==> src/sv/sha1pnh_pkg.sv <==
// Shared types and constants for the SHA-1 prefix/nonce hasher.
`timescale 1ns / 1ps

package sha1pnh_pkg;

  // Configuration index space
  localparam int                 PREFIX_REGS = 5;
  localparam int                 CFG_INDEX_W = 3;
  localparam logic [CFG_INDEX_W-1:0] REG_COUNT = 3'd5;

  // Message layout
  localparam logic [5:0] PREFIX_LEN      = 6'd40;
  localparam logic [3:0] MAX_NONCE_BYTES = 4'd15;
  localparam logic [7:0] PAD_BYTE        = 8'h80;

  // SHA-1 initial hash values
  localparam logic [31:0] H0 = 32'h67452301;
  localparam logic [31:0] H1 = 32'hefcdab89;
  localparam logic [31:0] H2 = 32'h98badcfe;
  localparam logic [31:0] H3 = 32'h10325476;
  localparam logic [31:0] H4 = 32'hc3d2e1f0;

  // Round constants
  localparam logic [31:0] K0 = 32'h5a827999;
  localparam logic [31:0] K1 = 32'h6ed9eba1;
  localparam logic [31:0] K2 = 32'h8f1bbcdc;
  localparam logic [31:0] K3 = 32'hca62c1d6;

  // Round group selects the boolean function and K
  typedef enum logic [1:0] {
    GRP_CH   = 2'd0,
    GRP_PAR1 = 2'd1,
    GRP_MAJ  = 2'd2,
    GRP_PAR2 = 2'd3
  } round_grp_t;

  // Controller to datapath commands
  typedef struct packed {
    logic       cfg_write;   // store cfg data into prefix register
    logic       load_init;   // IV into working vars, prefix words into window
    logic       load_item;   // midstate into working vars, padded block into window
    logic       round;       // run one round, shift the schedule window
    logic       use_item_w;  // take W from the item tap of the window
    logic       save_mid;    // capture round result as the new midstate
    logic       finish;      // add IV and load the digest register
    round_grp_t grp;
  } dp_cmd_t;

endpackage

==> src/sv/sha1_prefix_nonce_hasher.sv <==
// Top level of the SHA-1 digest engine over a cached 40-byte prefix plus a nonce.
// A request is loaded, runs rounds 10..79 on the single round unit, and is finished into
// the output register once it is free; no new request is taken until then.
// Reset: clears the prefix registers, then loads the IV and runs rounds 0..9 to
//   rebuild the midstate before in_ready rises; each valid prefix write restarts this rebuild.
// A finished digest sits in the output register while the next request is taken.
`timescale 1ns / 1ps

module sha1_prefix_nonce_hasher #(
  // longest nonce honored; larger lengths saturate to it
  parameter logic [3:0] MAX_NONCE_BYTES = sha1pnh_pkg::MAX_NONCE_BYTES
) (
  input  logic                                clk,
  input  logic                                rst,
  // configuration write channel
  input  logic                                cfg_valid,
  output logic                                cfg_ready,
  input  logic [sha1pnh_pkg::CFG_INDEX_W-1:0] cfg_index,
  input  logic [63:0]                         cfg_data,
  // request channel
  input  logic                                in_valid,
  output logic                                in_ready,
  input  logic [63:0]                         nonce_head,
  input  logic [55:0]                         nonce_tail,
  input  logic [3:0]                          nonce_size,
  // result channel
  output logic                                out_valid,
  input  logic                                out_ready,
  output logic [63:0]                         digest_high,
  output logic [63:0]                         digest_mid,
  output logic [31:0]                         digest_low
);

  sha1pnh_pkg::dp_cmd_t cmd;

  // Controller: sequences midstate rebuild, item rounds and result handoff.
  // cfg is taken whenever no request is in flight; a write to a valid index
  // restarts the midstate rebuild. Indexes past the last prefix register are
  // accepted and dropped.
  sha1pnh_ctrl u_ctrl (
    .clk       (clk),
    .rst       (rst),
    .cfg_valid (cfg_valid),
    .cfg_index (cfg_index),
    .cfg_ready (cfg_ready),
    .in_valid  (in_valid),
    .in_ready  (in_ready),
    .out_valid (out_valid),
    .out_ready (out_ready),
    .cmd       (cmd)
  );

  // Datapath: prefix storage, block padding, 16-word schedule window,
  // one round per cycle and the digest output register.
  sha1pnh_dpath #(
    .MAX_NONCE_BYTES (MAX_NONCE_BYTES)
  ) u_dpath (
    .clk         (clk),
    .rst         (rst),
    .cmd         (cmd),
    .cfg_index   (cfg_index),
    .cfg_data    (cfg_data),
    .nonce_head  (nonce_head),
    .nonce_tail  (nonce_tail),
    .nonce_size  (nonce_size),
    .digest_high (digest_high),
    .digest_mid  (digest_mid),
    .digest_low  (digest_low)
  );

  // A new result never overwrites one still waiting to be taken
  assert property (@(posedge clk) disable iff (rst)
    cmd.finish |-> (!out_valid || out_ready))
    else $error("digest register overwritten while holding an untaken result");

  // Taking a request clears in_ready
  assert property (@(posedge clk) disable iff (rst)
    (in_valid && in_ready) |=> !in_ready)
    else $error("request accepted while another is in flight");

  // Datapath load/round/finish commands are mutually exclusive
  assert property (@(posedge clk) disable iff (rst)
    $onehot0({cmd.load_init, cmd.load_item, cmd.round, cmd.finish}))
    else $error("conflicting datapath commands");

  // A request and a prefix write never land on the same edge
  assert property (@(posedge clk) disable iff (rst)
    (in_valid && in_ready) |-> !(cfg_valid && cfg_ready))
    else $error("request accepted together with a configuration write");

endmodule

==> src/sv/sha1pnh_ctrl.sv <==
// Sequencing state machine for the SHA-1 prefix/nonce hasher.
`timescale 1ns / 1ps

module sha1pnh_ctrl (
  input  logic                                    clk,
  input  logic                                    rst,
  input  logic                                    cfg_valid,
  input  logic [sha1pnh_pkg::CFG_INDEX_W-1:0]     cfg_index,
  output logic                                    cfg_ready,
  input  logic                                    in_valid,
  output logic                                    in_ready,
  output logic                                    out_valid,
  input  logic                                    out_ready,
  output sha1pnh_pkg::dp_cmd_t                    cmd
);

  typedef enum logic [4:0] {
    ST_INIT = 5'b00001,
    ST_MID  = 5'b00010,
    ST_IDLE = 5'b00100,
    ST_RUN  = 5'b01000,
    ST_DONE = 5'b10000
  } state_t;

  localparam logic [6:0] RND_MID_LAST  = 7'd9;
  localparam logic [6:0] RND_RUN_FIRST = 7'd10;
  localparam logic [6:0] RND_RUN_LAST  = 7'd79;
  localparam logic [6:0] RND_GRP1      = 7'd20;
  localparam logic [6:0] RND_GRP2      = 7'd40;
  localparam logic [6:0] RND_GRP3      = 7'd60;

  state_t     state, state_next;
  logic [6:0] rnd, rnd_next;
  logic       out_valid_next;
  logic       cfg_hit;
  logic       in_acc;

  always_comb begin
    cfg_ready = (state == ST_IDLE) || (state == ST_INIT) || (state == ST_MID);
    cfg_hit   = cfg_valid && cfg_ready && (cfg_index < sha1pnh_pkg::REG_COUNT);
    in_ready  = (state == ST_IDLE) && !cfg_valid;
    in_acc    = in_valid && in_ready;
  end

  always_comb begin
    cmd            = '0;
    cmd.cfg_write  = cfg_hit;
    state_next     = state;
    rnd_next       = rnd;
    out_valid_next = out_valid && !out_ready;

    if (rnd < RND_GRP1) begin
      cmd.grp = sha1pnh_pkg::GRP_CH;
    end else if (rnd < RND_GRP2) begin
      cmd.grp = sha1pnh_pkg::GRP_PAR1;
    end else if (rnd < RND_GRP3) begin
      cmd.grp = sha1pnh_pkg::GRP_MAJ;
    end else begin
      cmd.grp = sha1pnh_pkg::GRP_PAR2;
    end

    case (state)
      ST_INIT: begin
        cmd.load_init = 1'b1;
        rnd_next      = '0;
        state_next    = cfg_hit ? ST_INIT : ST_MID;
      end
      ST_MID: begin
        cmd.round = 1'b1;
        rnd_next  = rnd + 7'd1;
        if (cfg_hit) begin
          state_next = ST_INIT;
        end else if (rnd == RND_MID_LAST) begin
          cmd.save_mid = 1'b1;
          state_next   = ST_IDLE;
        end
      end
      ST_IDLE: begin
        if (cfg_hit) begin
          state_next = ST_INIT;
        end else if (in_acc) begin
          cmd.load_item = 1'b1;
          rnd_next      = RND_RUN_FIRST;
          state_next    = ST_RUN;
        end
      end
      ST_RUN: begin
        cmd.round      = 1'b1;
        cmd.use_item_w = 1'b1;
        rnd_next       = rnd + 7'd1;
        if (rnd == RND_RUN_LAST) begin
          state_next = ST_DONE;
        end
      end
      ST_DONE: begin
        if (!out_valid || out_ready) begin
          cmd.finish     = 1'b1;
          out_valid_next = 1'b1;
          state_next     = ST_IDLE;
        end
      end
      default: begin
        state_next = ST_INIT;
      end
    endcase
  end

  always_ff @(posedge clk) begin
    if (rst) begin
      state     <= ST_INIT;
      rnd       <= '0;
      out_valid <= 1'b0;
    end else begin
      state     <= state_next;
      rnd       <= rnd_next;
      out_valid <= out_valid_next;
    end
  end

endmodule

==> src/sv/sha1pnh_dpath.sv <==
// Round datapath, message schedule window and prefix storage for the hasher.
`timescale 1ns / 1ps

module sha1pnh_dpath #(
  parameter logic [3:0] MAX_NONCE_BYTES = sha1pnh_pkg::MAX_NONCE_BYTES
) (
  input  logic                                clk,
  input  logic                                rst,
  input  sha1pnh_pkg::dp_cmd_t                cmd,
  input  logic [sha1pnh_pkg::CFG_INDEX_W-1:0] cfg_index,
  input  logic [63:0]                         cfg_data,
  input  logic [63:0]                         nonce_head,
  input  logic [55:0]                         nonce_tail,
  input  logic [3:0]                          nonce_size,
  output logic [63:0]                         digest_high,
  output logic [63:0]                         digest_mid,
  output logic [31:0]                         digest_low
);

  logic [63:0] prefix_regs [sha1pnh_pkg::PREFIX_REGS];
  logic [31:0] pw [10];
  logic [31:0] blk [16];
  logic [7:0]  nbyte [15];
  logic [7:0]  tb [24];
  logic [3:0]  len_sat;
  logic [5:0]  total;
  logic [8:0]  bit_len;

  logic [31:0] win [16];
  logic [31:0] w_cur, w_new;
  logic [31:0] va, vb, vc, vd, ve;
  logic [31:0] mid [5];
  logic [31:0] f_val, k_val, temp;

  // Prefix registers
  always_ff @(posedge clk) begin
    if (rst) begin
      for (int i = 0; i < sha1pnh_pkg::PREFIX_REGS; i++) begin
        prefix_regs[i] <= '0;
      end
    end else if (cmd.cfg_write) begin
      prefix_regs[cfg_index] <= cfg_data;
    end
  end

  // Padded block: prefix words, nonce, 0x80, zeros, 16-bit bit length
  always_comb begin
    for (int i = 0; i < sha1pnh_pkg::PREFIX_REGS; i++) begin
      pw[2*i]   = prefix_regs[i][63:32];
      pw[2*i+1] = prefix_regs[i][31:0];
    end

    len_sat = (nonce_size > MAX_NONCE_BYTES) ? MAX_NONCE_BYTES : nonce_size;

    for (int i = 0; i < 8; i++) begin
      nbyte[i] = nonce_head[63-8*i -: 8];
    end
    for (int i = 0; i < 7; i++) begin
      nbyte[8+i] = nonce_tail[55-8*i -: 8];
    end

    for (int i = 0; i < 24; i++) begin
      tb[i] = 8'h00;
    end
    for (int i = 0; i < 15; i++) begin
      if (4'(i) < len_sat) begin
        tb[i] = nbyte[i];
      end
    end
    for (int i = 0; i < 16; i++) begin
      if (4'(i) == len_sat) begin
        tb[i] = sha1pnh_pkg::PAD_BYTE;
      end
    end
    total   = sha1pnh_pkg::PREFIX_LEN + {2'b00, len_sat};
    bit_len = {total, 3'b000};
    tb[22]  = {7'b0000000, bit_len[8]};
    tb[23]  = bit_len[7:0];

    for (int i = 0; i < 10; i++) begin
      blk[i] = pw[i];
    end
    for (int j = 0; j < 6; j++) begin
      blk[10+j] = {tb[4*j], tb[4*j+1], tb[4*j+2], tb[4*j+3]};
    end
  end

  // Schedule window holds W[s..s+15]; item rounds read the tap ten ahead
  always_comb begin
    w_new = win[13] ^ win[8] ^ win[2] ^ win[0];
    w_new = {w_new[30:0], w_new[31]};
    w_cur = cmd.use_item_w ? win[10] : win[0];
  end

  always_ff @(posedge clk) begin
    if (cmd.load_init) begin
      for (int i = 0; i < 10; i++) begin
        win[i] <= pw[i];
      end
      for (int i = 10; i < 16; i++) begin
        win[i] <= 32'h0;
      end
    end else if (cmd.load_item) begin
      for (int i = 0; i < 16; i++) begin
        win[i] <= blk[i];
      end
    end else if (cmd.round) begin
      for (int i = 0; i < 15; i++) begin
        win[i] <= win[i+1];
      end
      win[15] <= w_new;
    end
  end

  // One SHA-1 round
  always_comb begin
    case (cmd.grp)
      sha1pnh_pkg::GRP_CH: begin
        f_val = (vb & vc) | (~vb & vd);
        k_val = sha1pnh_pkg::K0;
      end
      sha1pnh_pkg::GRP_PAR1: begin
        f_val = vb ^ vc ^ vd;
        k_val = sha1pnh_pkg::K1;
      end
      sha1pnh_pkg::GRP_MAJ: begin
        f_val = (vb & vc) | (vb & vd) | (vc & vd);
        k_val = sha1pnh_pkg::K2;
      end
      sha1pnh_pkg::GRP_PAR2: begin
        f_val = vb ^ vc ^ vd;
        k_val = sha1pnh_pkg::K3;
      end
      default: begin
        f_val = vb ^ vc ^ vd;
        k_val = sha1pnh_pkg::K3;
      end
    endcase
    temp = {va[26:0], va[31:27]} + f_val + ve + k_val + w_cur;
  end

  always_ff @(posedge clk) begin
    if (cmd.load_init) begin
      va <= sha1pnh_pkg::H0;
      vb <= sha1pnh_pkg::H1;
      vc <= sha1pnh_pkg::H2;
      vd <= sha1pnh_pkg::H3;
      ve <= sha1pnh_pkg::H4;
    end else if (cmd.load_item) begin
      va <= mid[0];
      vb <= mid[1];
      vc <= mid[2];
      vd <= mid[3];
      ve <= mid[4];
    end else if (cmd.round) begin
      va <= temp;
      vb <= va;
      vc <= {vb[1:0], vb[31:2]};
      vd <= vc;
      ve <= vd;
    end
  end

  always_ff @(posedge clk) begin
    if (cmd.save_mid) begin
      mid[0] <= temp;
      mid[1] <= va;
      mid[2] <= {vb[1:0], vb[31:2]};
      mid[3] <= vc;
      mid[4] <= vd;
    end
  end

  // Digest register
  always_ff @(posedge clk) begin
    if (cmd.finish) begin
      digest_high <= {va + sha1pnh_pkg::H0, vb + sha1pnh_pkg::H1};
      digest_mid  <= {vc + sha1pnh_pkg::H2, vd + sha1pnh_pkg::H3};
      digest_low  <= ve + sha1pnh_pkg::H4;
    end
  end

endmodule
==> config.mk <==
export PLATFORM = sky130hd
export DESIGN_NAME = sha1_prefix_nonce_hasher
export DESIGN_NICKNAME = d
export VERILOG_FILES = /design/src/sv/sha1pnh_pkg.sv /design/src/sv/sha1_prefix_nonce_hasher.sv /design/src/sv/sha1pnh_ctrl.sv /design/src/sv/sha1pnh_dpath.sv
export SDC_FILE = /design/constraint.sdc
export NUM_CORES = 2
export LEC_CHECK = 0
export BUFFER_PORTS_ARGS = -buffer_cell sky130_fd_sc_hd__buf_2
export CAP_MARGIN = 25
export CORE_ASPECT_RATIO = 0.75
export CORE_MARGIN = 1.5
export CORE_UTILIZATION = 45
export DETAILED_ROUTE_END_ITERATION = 10
export HOLD_SLACK_MARGIN = 0.05
export PLACE_DENSITY_LB_ADDON = 0.1
export SLEW_MARGIN = 5
export SYNTH_ARGS = -nofsm -noshare
export SYNTH_HDL_FRONTEND = slang
export SYNTH_SLANG_ARGS = --single-unit
export TNS_END_PERCENT = 30
==> constraint.sdc <==
create_clock -name clk -period 10.01 [get_ports clk]
set_input_delay 2.002 -clock clk [delete_from_list [all_inputs] [get_ports clk]]
set_output_delay 2.002 -clock clk [all_outputs]
set_load 0.03 [all_outputs]
== Word-level counts from Yosys, hierarchy flattened ==
Memory sizes are Yosys's and may differ from the RTL's.
Cells that the tools add are included.

* Bitwise operators: 45
* Magnitude comparators: 20
* Add/subtract/negate cells: 11
* Muxes and demuxes: 123
* Equal/unequal tests: 31
* Reduce and logical (&&, ||, !) cells: 20

{| class="wikitable"
|+ Operators by type and width
! operator !! number
|-
| $mux W32 || 43
|-
| $mux W8 || 31
|-
| $xor A32 B32 Y32 || 5
|-
| $add A32 B32 Y32 || 4
|-
| $and A32 B32 Y32 || 4
|-
| $pmux W32 S4 || 1
|-
| $add A32 B32 Y32 const B || 3
|-
| $or A32 B32 Y32 || 3
|-
| $pmux W32 S3 || 1
|-
| $mux W64 || 1
|-
| $reduce_or A64 Y1 || 1
|-
| $add A32 B29 Y32 const B || 1
|-
| $add A32 B31 Y32 const B || 1
|-
| $eq A4 B4 Y1 const A || 8
|-
| $not A32 Y32 || 1
|-
| $or A1 B1 Y1 || 32
|-
| $mux W1 || 31
|-
| $mux W5 || 6
|-
| $lt A4 B4 Y1 const A || 7
|-
| $pmux W5 S5 || 1
|-
| $pmux W7 S3 || 1
|-
| $eq A3 B4 Y1 const A || 4
|-
| $lt A3 B4 Y1 const A || 4
|-
| $lt A7 B6 Y1 const B || 2
|-
| other kinds (36) || 54
|}

* Word-level logic and storage cells: 264
* Memories kept: 3
* Register bits: 333
* Memory bits (writable): 992

{| class="wikitable"
|+ Memory list
! name !! depth !! bits a word !! rd ports !! clocked after memory_dff !! write ports !! line !! source
|-
| u_dpath.win || 16 || 32 || 16 || 0 || 16 || sha1pnh_dpath.sv:29 || <nowiki>logic [31:0] win [16];</nowiki>
|-
| u_dpath.prefix_regs || 5 || 64 || 5 || 0 || 5 || sha1pnh_dpath.sv:20 || <nowiki>logic [63:0] prefix_regs [sha1pnh_pkg::PREFIX_REGS];</nowiki>
|-
| u_dpath.mid || 5 || 32 || 5 || 0 || 5 || sha1pnh_dpath.sv:32 || <nowiki>logic [31:0] mid [5];</nowiki>
|}

== Logic depth before layout (Yosys ltp) ==
* Depth in word-level cells: 13
* Depth in mapped cells: 27
* Depth with buffers taken out: 23

== Modules after synthesis ==
A second synthesis with hierarchy kept.

* Cell total of the unflattened synthesis: 4970
* Area total of the unflattened synthesis: 60037.6 µm²

{| class="wikitable"
|+ By module, submodules not included
! module !! cells each !! sequential area each (µm²) !! instances !! area an instance (µm²)
|-
| sha1pnh_dpath || 4847 || 37796.2 || 1 || 59089.2
|-
| sha1pnh_ctrl || 123 || 260.2 || 1 || 948.4
|}

== Worst setup path after synthesis ==
Ideal clock, no wire load.

* Path type: input port to flip-flop
* Start: in cfg_index[1] (netlist name)
* End: mem u_dpath.mid[0][0], enable pin
* Data arrival time: 9.479 ns
* Setup slack: -0.170 ns
* Stages: 3
* Data required time: 9.309 ns
* Path buffers: 0
* Cells stage by stage: o21ai_0 a211oi_1 nor2b_1

{| class="wikitable"
|+ RTL lines
! item !! line !! source
|-
| start: declaration || sha1_prefix_nonce_hasher.sv:18 || <nowiki>input logic [sha1pnh_pkg::CFG_INDEX_W-1:0] cfg_index,</nowiki>
|-
| end: declaration || sha1pnh_dpath.sv:32 ||
|}

==> results.tsv <==
metric	value	unit
Clk pin slew, worst setup/hold paths	60	ps
Die Y	316.4	um
DR vias/cell	5.496	
Filler cells	11332	
Synth Area in Simple Gates	14.45	%
DR iter-0 viols	3988	
final core occ	51.70	%
drt pass-1 iters	6	
cells after synthesis	4824	
Yosys reg bits	1325	
syn nets	5192	
H-Tree Depth	4	
TritonCTS clock tree	built	
Slowest Stage Delay on Critical Path	830	ps
largest net degree at the start of global routing	198	
post-synthesis xor/xnor area fraction	3.963	%
Adder-Cell Fraction of Synth Area	5.201	%
core area	129400	um2
Flop pwr share	44.2	%
HPWL Detailed	112.5	mm
Switch Pwr	6.109	mW
Final Routed Wirelength	172.7	mm
CP dominant cell by count	inv_1	
largest family of logic cells by synthesized area	simple AND/OR/NAND/NOR gates	
Peak VDD IR	0.2490	mV
hold slack	445.0	ps
Post-DRT Antenna Nets	0	
Comb power frac	27.9	%
I/O pin cnt	359	
setup TNS	0	ps
synthesis-to-finish area growth	13.53	%
Root Buffer Master	clkbuf_16	
fin crit period	7572	ps
Critical Path RT	10530	ps
Initial Utilization	45.54	%
Hold-fix buffers, CTS	0	
Worst Path Max Fanout	48	
total number of vias	38293	
skew final	29.84	ps
Synth Area in Compound Gates	7.741	%
power density over the cells	272.6	nW/um2
Num CTS Buffers	137	
status	finished, final reports clean	
global-route wire length before repair	252.1	mm
Crit path max-delay family	adder cells	
Fin. Hold Viols	0	
Critical path buffers and inverters	6	
fin nets	5486	
final setup fails	0	
Crit path arrival time	8100	ps
PortBufs	358	
number of setup buffers added after CTS	0	
post-synthesis mux area share	1.128	%
WL/cell	24.78	um
CTS sink cnt	1325	
Rel. slew slack	8.055	%
Die Area	133100	um2
initial antenna violation count	19	
Total Routing Usage GR	25.95	%
Syn Area/Cell	12.21	um2
Post-synth EDFFs	1152	
row count	114	
Switching Fraction	33.51	%
Cell variety after synth	74	
CP Class	reg2reg	
critical path cell sequence	inv_2, maj3_2, a221o_1, buf_4, inv_1, ha_2, inv_1, a211oi_1, nor2_1, fa_1, fa_1, inv_1, fa_1, inv_1, ha_1, a211oi_1, o211ai_1, nand2_1, o21ai_0, a21oi_1, o211ai_1, mux2i_1, nand2_1	
Seq/Total Area, Yosys	64.60	%
CP max-delay cell	ha_2	
routability cong.	0.9146	
layout cell share with drive strength beyond 1	12.86	%
Resized Gates After CTS	0	
Max clock buf depth	3	
# DRC	0	
dpl cells	6717	
Clk Latency, worst-skew pair	780	ps
Worst-Margin Slew	1379	ps
unrepaired setup endpoints after global routing	no	
Tcrit/Tclk final	75.65	%
final non-filler cell total	6968	
Hold Path Class	reg2reg	
yosys warns	0	
asr flop ratio synth	0	%
Max Slew Vio Count	0	
startpoint types	flip-flop	
max_cap viols	0	
Horiz. Die Dim	420.8	um
ys flop type	edfxtp_1	
clock share of power	27.9	%
Syn Std Cell Area	58910	um2
vias in the first global route	36570	
Worst setup EP type	flip-flop	
total power	18.23	mW
grt ovf	0	
P_int	12.12	mW
f_max	132.1	MHz
Leak	26.69	nW
## Yosys cell counts, types with 5 or more instances
| master | number | area share [%] |
|---|---|---|
| buf_1 | 11 | 0.070 |
| o21a_1 | 7 | 0.089 |
| o21ai_0 | 107 | 0.91 |
| o211ai_1 | 12 | 0.15 |
| nand2_1 | 1236 | 7.9 |
| a221o_1 | 46 | 0.78 |
| fa_1 | 120 | 4.1 |
| mux2_2 | 19 | 0.36 |
| o31ai_1 | 9 | 0.11 |
| and2_1 | 297 | 3.2 |
| nand4_1 | 10 | 0.11 |
| nor2b_1 | 13 | 0.14 |
| o21bai_1 | 8 | 0.10 |
| nor3_1 | 32 | 0.27 |
| or3_1 | 6 | 0.064 |
| mux2i_1 | 45 | 0.76 |
| a22o_1 | 110 | 1.6 |
| o2bb2ai_1 | 5 | 0.074 |
| buf_2 | 34 | 0.29 |
| inv_1 | 172 | 1.1 |
| a22oi_1 | 58 | 0.74 |
| a21oi_1 | 105 | 0.89 |
| nand3_1 | 34 | 0.29 |
| a21o_1 | 12 | 0.15 |
| ha_1 | 52 | 1.1 |
| a221oi_1 | 89 | 1.3 |
| nor2_1 | 160 | 1.0 |
| xor2_1 | 73 | 1.1 |
| nor3b_1 | 5 | 0.064 |
| nand2b_1 | 14 | 0.15 |
| xnor2_1 | 191 | 2.8 |
| clkbuf_1 | 222 | 1.4 |
| dfxtp_1 | 173 | 5.9 |
| a211oi_1 | 12 | 0.15 |
| or2_2 | 6 | 0.064 |
| and3_1 | 96 | 1.0 |
| nor4_1 | 8 | 0.085 |
| edfxtp_1 | 1152 | 59 |
| a31oi_1 | 9 | 0.096 |
## cell usage in the layout (no fill, tap or decap), types with 10 or more instances in the layout
cell | netlist | layout
ha_1 | 52 | 51
buf_2 | 34 | 358
a221oi_1 | 89 | 89
nor2b_1 | 13 | 11
a22oi_1 | 58 | 58
nor3_1 | 32 | 31
a22o_1 | 110 | 110
o21ai_0 | 107 | 105
clkinv_2 | 0 | 19
dfxtp_1 | 173 | 173
nand4_1 | 10 | 10
o211ai_1 | 12 | 12
xnor2_1 | 191 | 191
mux2_2 | 19 | 19
fa_1 | 120 | 120
a211oi_1 | 12 | 12
clkinv_1 | 1 | 25
clkbuf_1 | 222 | 32
mux2i_1 | 45 | 45
nand2b_1 | 14 | 14
inv_1 | 172 | 170
nand3_1 | 34 | 33
a21oi_1 | 105 | 105
nand2_1 | 1236 | 1236
a221o_1 | 46 | 46
buf_4 | 0 | 60
a21o_1 | 12 | 11
and3_1 | 96 | 94
edfxtp_1 | 1152 | 1152
xor2_1 | 73 | 73
and2_1 | 297 | 296
clkbuf_16 | 0 | 143
nor2_1 | 160 | 156
## metrics by stage
stage	setup WS, ps	instance area (um2)
finish	2438	66880
global route	1917	66880
CTS	2589	66860
detailed placement	2622	62500
global placement	2716	62450
floorplan	138.8	58920
## cells by family after synthesis
logic type | count (synthesis)
AOI/OAI and AO/OA | 625
xor gates and xnor gates | 265
adders and majority gates | 173
buffers and inverters | 444
DFF | 1325
muxes | 64
and+or+nand+nor | 1928
## registers in the layout, indices dropped and copies added (netlist names)
name	count
u_dpath.win	512
u_dpath.prefix_regs	320
u_dpath.vc	32
u_dpath.vb	32
u_dpath.vd	32
u_dpath.ve	32
u_dpath.va	32
u_dpath.digest_low	32
u_dpath.mid	160
u_ctrl.out_valid	1
u_dpath.digest_high	64
u_ctrl.rnd	7
u_dpath.digest_mid	64
u_ctrl.state	5
## routing by layer
| metal | wire [um] | GRT usage (%) | up-vias |
|---|---|---|---|
| met5 | 79 | 0 | - |
| met4 | 3757 | 6.753 | 12 |
| met3 | 11940 | 4.654 | 230 |
| met2 | 76040 | 38.49 | 1228 |
| met1 | 80850 | 39.27 | 19323 |
| li1 | - | - | 17500 |
## worst reg2reg max path: cells and delay by family (launching register included)
family          cells  cell delay [ps]
simple gates        3              410
flops               1              380
compound gates      7             2190
fa+ha+maj           6             2860
buf+inv             6             1250
mux                 1              250
## path summary, 6_finish.rpt
check                     start                 end  slack (ps)  cells after the start
min reg2reg  u_dpath.mid[0][64]       u_dpath.vc[0]         450                      2
min          u_dpath.mid[0][64]       u_dpath.vc[0]         450                      2
max               u_ctrl.rnd[5]  u_dpath.mid[0][30]        2440                     23
max reg2reg       u_ctrl.rnd[5]  u_dpath.mid[0][30]        2440                     23
## power by group through the flow
stage | Combinational (mW) | Clock (mW) | Sequential [mW]
2_1_floorplan | 3.58 | 0 | 7.98
3_3_place_gp | 4.97 | 0 | 8.15
3_5_place_dp | 5.02 | 0 | 8.16
4_1_cts | 5.04 | 5.17 | 8.06
5_1_grt | 5.61 | 5.37 | 8.15
6_report | 5.08 | 5.08 | 8.06
## final cells by class
cell class                 instances  area [um2]  share of cell area, %
sequential                      1325       38060                  56.90
clock inverter                    61       536.8                 0.8025
multi-input combinational       3055       19250                  28.78
timing repair buffer             425        2365                  3.536
clock buffer                     184        3822                  5.715
antenna                            4       10.01                0.01497
tap                             1740        2177                  3.255
inverter                         174       668.1                 0.9990
Power figures use the tool's default switching activity.
